$ cat config.mk
export PLATFORM = sky130hd
export DESIGN_NAME = akct_ctrl
export DESIGN_NICKNAME = d
export VERILOG_FILES = /design/src/hw/rtl/akct_pkg.sv /design/src/hw/rtl/akct_ctrl.sv
export SDC_FILE = /design/constraint.sdc
export NUM_CORES = 1
export LEC_CHECK = 0
export BUFFER_PORTS_ARGS = -buffer_cell sky130_fd_sc_hd__buf_2
export CORE_AREA = 5 5 42 44
export CTS_BUF_LIST = sky130_fd_sc_hd__clkbuf_2
export DETAILED_ROUTE_END_ITERATION = 16
export DIE_AREA = 0 0 47 49
export GPL_ROUTABILITY_DRIVEN = 0
export PLACE_DENSITY = 0.87
export SYNTH_ARGS = -nofsm -noshare
export SYNTH_HDL_FRONTEND = slang
export SYNTH_SLANG_ARGS = --single-unit
$ cat constraint.sdc
create_clock -name clk_i -period 2.9 [get_ports clk_i]
set_input_delay 0.145 -clock clk_i [delete_from_list [all_inputs] [get_ports clk_i]]
set_output_delay 0.145 -clock clk_i [all_outputs]
set_load 0.02 [all_outputs]
$ cat src/hw/rtl/akct_pkg.sv
// shared types and constants of the address keyed command table
`default_nettype none

package akct_pkg;

  // fixed port widths
  localparam int unsigned CMD_W     = 2;
  localparam int unsigned ADDRESS_W = 48;
  localparam int unsigned VALUE_W   = 32;
  localparam int unsigned STATUS_W  = 3;

  // hash arithmetic
  localparam int unsigned HASH_W    = 32;
  localparam int unsigned HASH_MULT = 31;

  // remainder unit: reciprocal multiply, then multiply back and subtract
  localparam int unsigned MOD_STEPS = 2;
  localparam int unsigned MOD_CNT_W = $clog2(MOD_STEPS);

  // request operations; the unused code behaves as a lookup
  typedef enum logic [CMD_W-1:0] {
    CMD_FIND   = 2'd0,
    CMD_ADD    = 2'd1,
    CMD_DELETE = 2'd2
  } cmd_e;

  // result status codes
  typedef enum logic [STATUS_W-1:0] {
    ST_ADDED     = 3'd0,
    ST_UPDATED   = 3'd1,
    ST_FOUND     = 3'd2,
    ST_NOT_FOUND = 3'd3,
    ST_FULL      = 3'd4,
    ST_DELETED   = 3'd5
  } status_e;

  // controller to datapath commands
  typedef struct packed {
    logic load;
    logic clr_step;
    logic hash_step;
    logic mod_step;
    logic vrd;
    logic vcap;
    logic erd;
    logic cmp;
    logic way_inc;
    logic commit;
    logic push;
  } dp_cmd_t;

  // datapath to controller status
  typedef struct packed {
    logic clr_last;
    logic hash_last;
    logic mod_last;
    logic hit_now;
    logic way_last;
    logic out_free;
  } dp_sts_t;

endpackage

`default_nettype wire

$ cat src/hw/rtl/akct_ctrl.sv
// request sequencer of the address keyed command table
`default_nettype none

module akct_ctrl
  import akct_pkg::*;
(
  input  wire logic    clk_i,
  input  wire logic    rst_ni,
  input  wire logic    in_valid_i,
  output logic         in_stall_o,
  input  wire dp_sts_t sts_i,
  output dp_cmd_t      cmd_o
);

  typedef enum logic [9:0] {
    S_CLEAR  = 10'b00_0000_0001,
    S_IDLE   = 10'b00_0000_0010,
    S_HASH   = 10'b00_0000_0100,
    S_MOD    = 10'b00_0000_1000,
    S_VRD    = 10'b00_0001_0000,
    S_VCAP   = 10'b00_0010_0000,
    S_ERD    = 10'b00_0100_0000,
    S_ECMP   = 10'b00_1000_0000,
    S_COMMIT = 10'b01_0000_0000,
    S_DONE   = 10'b10_0000_0000
  } state_e;

  state_e state_q, state_d;

  // next state and commands
  always_comb begin
    state_d = state_q;
    cmd_o   = '0;
    unique case (state_q)
      S_CLEAR: begin
        cmd_o.clr_step = 1'b1;
        if (sts_i.clr_last) begin
          state_d = S_IDLE;
        end
      end
      S_IDLE: begin
        if (in_valid_i) begin
          cmd_o.load = 1'b1;
          state_d    = S_HASH;
        end
      end
      S_HASH: begin
        cmd_o.hash_step = 1'b1;
        if (sts_i.hash_last) begin
          state_d = S_MOD;
        end
      end
      S_MOD: begin
        cmd_o.mod_step = 1'b1;
        if (sts_i.mod_last) begin
          state_d = S_VRD;
        end
      end
      S_VRD: begin
        cmd_o.vrd = 1'b1;
        state_d   = S_VCAP;
      end
      S_VCAP: begin
        cmd_o.vcap = 1'b1;
        state_d    = S_ERD;
      end
      S_ERD: begin
        cmd_o.erd = 1'b1;
        state_d   = S_ECMP;
      end
      S_ECMP: begin
        cmd_o.cmp = 1'b1;
        if (sts_i.hit_now || sts_i.way_last) begin
          state_d = S_COMMIT;
        end else begin
          cmd_o.way_inc = 1'b1;
          state_d       = S_ERD;
        end
      end
      S_COMMIT: begin
        cmd_o.commit = 1'b1;
        state_d      = S_DONE;
      end
      S_DONE: begin
        if (sts_i.out_free) begin
          cmd_o.push = 1'b1;
          state_d    = S_IDLE;
        end
      end
      default: begin
        state_d = S_CLEAR;
      end
    endcase
  end

  // state register
  always_ff @(posedge clk_i or negedge rst_ni) begin
    if (!rst_ni) begin
      state_q <= S_CLEAR;
    end else begin
      state_q <= state_d;
    end
  end

  assign in_stall_o = (state_q != S_IDLE);

endmodule

`default_nettype wire

==> impl_table.tex <==
\begin{tabular}{lr}
\hline
Metric & Value \\
\hline
\multicolumn{2}{l}{\textbf{Routing}} \\
Average wire per standard cell & 13.0 um \\
Pre-antenna DRT Iters & 4 \\
DRC errors left & 0 \\
Starting DRT DRC Count & 15 \\
Routed vias & 645 \\
Routed vias/inst & 5.51 \\
DRT antenna net count & 0 \\
Total detailed-routing wirelength & 1.52 mm \\
\multicolumn{2}{l}{\textbf{Critical path}} \\
Data required time at the worst endpoint & 2.76 ns \\
Critical Path AT & 2.11 ns \\
Critical path start-end classification & flop to output pin \\
Startpoint type of the worst setup path & flop \\
Top fanout value on the critical path & 8 \\
Kind of end point of the critical path & output pin \\
\multicolumn{2}{l}{\textbf{Hold path}} \\
Path category of the worst min-delay check & input pin to flop \\
\multicolumn{2}{l}{\textbf{Layout}} \\
Largest registers & state\_q: 10 flops \\
Antenna diodes & 0 \\
Area of all placed cells without fillers & 828 sq um \\
Commonest cells after routing, fill and taps aside & 20 x sky130\_fd\_sc\_hd\_\_buf\_2, 13 x sky130\_fd\_sc\_hd\_\_nor2\_1, 9 x sky130\_fd\_sc\_hd\_\_dfrtp\_1 \\
Layout overhead on the synthesized area & 20.4\% \\
Flip-flop count of the largest register, all copies and words added & 10 \\
Final nets & 111 \\
Commonest non-fill, non-tap cell in the layout & sky130\_fd\_sc\_hd\_\_buf\_2 \\
Register containing the most flip-flops in the final layout & state\_q \\
Ratio of cells with drive above 1 in the final layout & 35.6\% \\
\multicolumn{2}{l}{\textbf{Global routing}} \\
GR Util met2 & 23.1\% \\
Layer carrying the most global-route usage & met2 \\
Number of antenna violations at the first check in global routing & 0 \\
GR met1 Demand/Resource & 20.7\% \\
Number of global-route vias before repair & 615 \\
Global-route wire length before repair & 2.63 mm \\
GRT met3 Usage & 3.69\% \\
Total global routing track utilization & 15.3\% \\
Maximum number of pins on one net before global-route repair & 11 \\
GRT overflow & 0 \\
\multicolumn{2}{l}{\textbf{Power}} \\
Pleak & 0.418 nW \\
Peak ir drop on the vdd network & 431 uV \\
Power density relative to cell area & 666 nW/um\^{}2 \\
Final Total Pwr & 0.552 mW \\
\multicolumn{2}{l}{\textbf{Yosys}} \\
Xor and xnor area share after synthesis & 1.27\% \\
Syn Inst Count & 78 \\
Share of synthesized area spent on multiplexers & 3.27\% \\
Share of synthesized cell area in and, or, nand and nor gates & 39.6\% \\
Netlist cell types & 36 \\
Post-Syn Nets & 87 \\
Main combinational cell family by area after synthesis & simple AND/OR/NAND/NOR gates \\
Cell area after synthesis & 688 sq um \\
Proportion of synthesized chip area in sequential cells & 36.5\% \\
Synthesized-area fraction occupied by ao, oa, aoi and oai cells & 15.3\% \\
Avg Cell Area, Syn & 8.82 sq um \\
Number of warnings reported in the yosys synthesis log & 0 \\
Adder and majority cell fraction of the synthesized area & 0\% \\
Number of register bits inferred by synthesis & 10 \\
\multicolumn{2}{l}{\textbf{Floorplanning}} \\
Horizontal extent of the die & 47 um \\
Die Y & 49 um \\
Starting density of the core & 49.1\% \\
Die Outline Area & 2300 sq um \\
FP Rows & 14 \\
Core ar. & 1400 sq um \\
I/O pins & 21 \\
\multicolumn{2}{l}{\textbf{Placed design}} \\
Place WS & 0.946 ns \\
Instance area at placement & 800 sq um \\
Number of buffers inserted by port buffering & 20 \\
Placed wire-length estimate & 1.19 mm \\
\multicolumn{2}{l}{\textbf{Clock network}} \\
TritonCTS buffer count & 3 \\
Insertion delay to the later sink of the worst-skew pair & 0.27 ns \\
Clk root buf & sky130\_fd\_sc\_hd\_\_clkbuf\_2 \\
Buffers from clock root to sink, at most & 2 \\
CTS clk-pin slew, worst paths & 0.11 ns \\
Clock tree from TritonCTS & yes \\
Level count of the clock H-tree & 1 \\
CTS sink count & 10 \\
\multicolumn{2}{l}{\textbf{Timing}} \\
Final worst-path setup slack & 0.645 ns \\
Worst-case hold slack & 0.0836 ns \\
RSZ-0062 raised after global routing & no \\
Final critical-path required period & 2.26 ns \\
Setup TNS after final layout & 0 ns \\
Clock Skew & 0.00461 ns \\
Maximum clock frequency & 443 MHz \\
Slew at the pin closest to its max-slew limit & 0.484 ns \\
Number of max-slew violations in the final report & 0 \\
Finish-stage setup viols & 0 \\
Rel. slew slack & 67.4\% \\
Ratio of final minimum period to clock period & 77.8\% \\
Final Hold Vio Count & 0 \\
\multicolumn{2}{l}{\textbf{Flow run}} \\
Max-cap violation count & 0 \\
\multicolumn{2}{l}{\textbf{Run status}} \\
Status & complete, no violations \\
\hline
\end{tabular}
-- cell usage after synthesis (all sizes together) --
cell type | count | area, sq um
nor2 | 13 | 48.8
dfrtp | 9 | 225
nor4 | 6 | 58.8
inv | 5 | 18.8
nand2 | 5 | 21.3
nand2b | 4 | 25.0
a21oi | 3 | 15.0
nand3 | 3 | 15.0
nor2b | 3 | 18.8
mux2 | 2 | 22.5
nand4b | 2 | 17.5
o22ai | 2 | 18.8
or2 | 2 | 12.5
a221oi | 1 | 8.76
a2bb2oi | 1 | 8.76
a311o | 1 | 10.0
a31o | 1 | 8.76
and3 | 1 | 6.26
buf | 1 | 5.00
clkbuf | 1 | 3.75
dfstp | 1 | 26.3
nand3b | 1 | 7.51
nor3 | 1 | 5.00
nor3b | 1 | 7.51
nor4b | 1 | 8.76
o211ai | 1 | 7.51
o21a | 1 | 7.51
o21bai | 1 | 11.3
o2bb2ai | 1 | 8.76
or3b | 1 | 8.76
or4 | 1 | 11.3
xor2 | 1 | 8.76
-- per-layer routing --
layer	part of all wire [%]	vias to the layer above
met1	44	296
met2	48	17
met3	6.5	3
li1	-	329
met4	1.5	0
met5	0	-
-- timing repair --
item / in CTS / in global routing
setup buffers: 0 / 0
hold endpoints to repair: 10 / 0
hold buffers: 1 / 0
resized for setup: 0 / 0
-- layout make-up --
type	instances	area, sq um
Timing Repair Buffer	21	110
Inverter	5	18.8
Sequential cell	10	251
Clock buffer	3	15.0
Fill cell	135	573
Clock inverter	1	3.75
Multi-Input combinational cell	61	409
Tap cell	16	20.0
-- report_power, final --
| group | internal (mW) | switching, mW |
|---|---|---|
| Sequential | 0.165 | 0.0391 |
| Combinational | 0.121 | 0.143 |
| Clock | 0.0299 | 0.0530 |
-- per-stage QoR --
step           util, %  std cells
2_1_floorplan        -         78
3_3_place_gp      57.1        112
3_5_place_dp      57.1        112
4_1_cts           59.1        117
5_1_grt           59.1        117
6_report          59.1        117
-- worst paths after layout --
kind	startpoint	end	slack [ns]	cells after the start
setup reg to reg	state_q[4]	state_q[1]	0.93	4
setup / recovery	state_q[1]	cmd_o[2]	0.64	5
hold reg to reg	state_q[0]	state_q[0]	0.56	1
hold / removal	sts_i[3]	state_q[3]	0.08	2
max in group asynchronous	rst_ni	state_q[0]	2.40	2
min in group asynchronous	rst_ni	state_q[5]	0.24	2
-- kinds of logic after synthesis --
family,after synthesis
compound gates,13
simple gates,45
xor+xnor,1
mux,2
flops,10
buf+inv,7
-- worst max-delay path, stage by stage (launching register included) --
cell                      delay [ns]
sky130_fd_sc_hd__dfrtp_1        0.48
sky130_fd_sc_hd__nor4_4         0.40
sky130_fd_sc_hd__nand2_2        0.16
sky130_fd_sc_hd__or4_4          0.53
sky130_fd_sc_hd__nor2_1         0.11
sky130_fd_sc_hd__buf_2          0.16
Note: power is estimated with default switching activity, not from simulation.
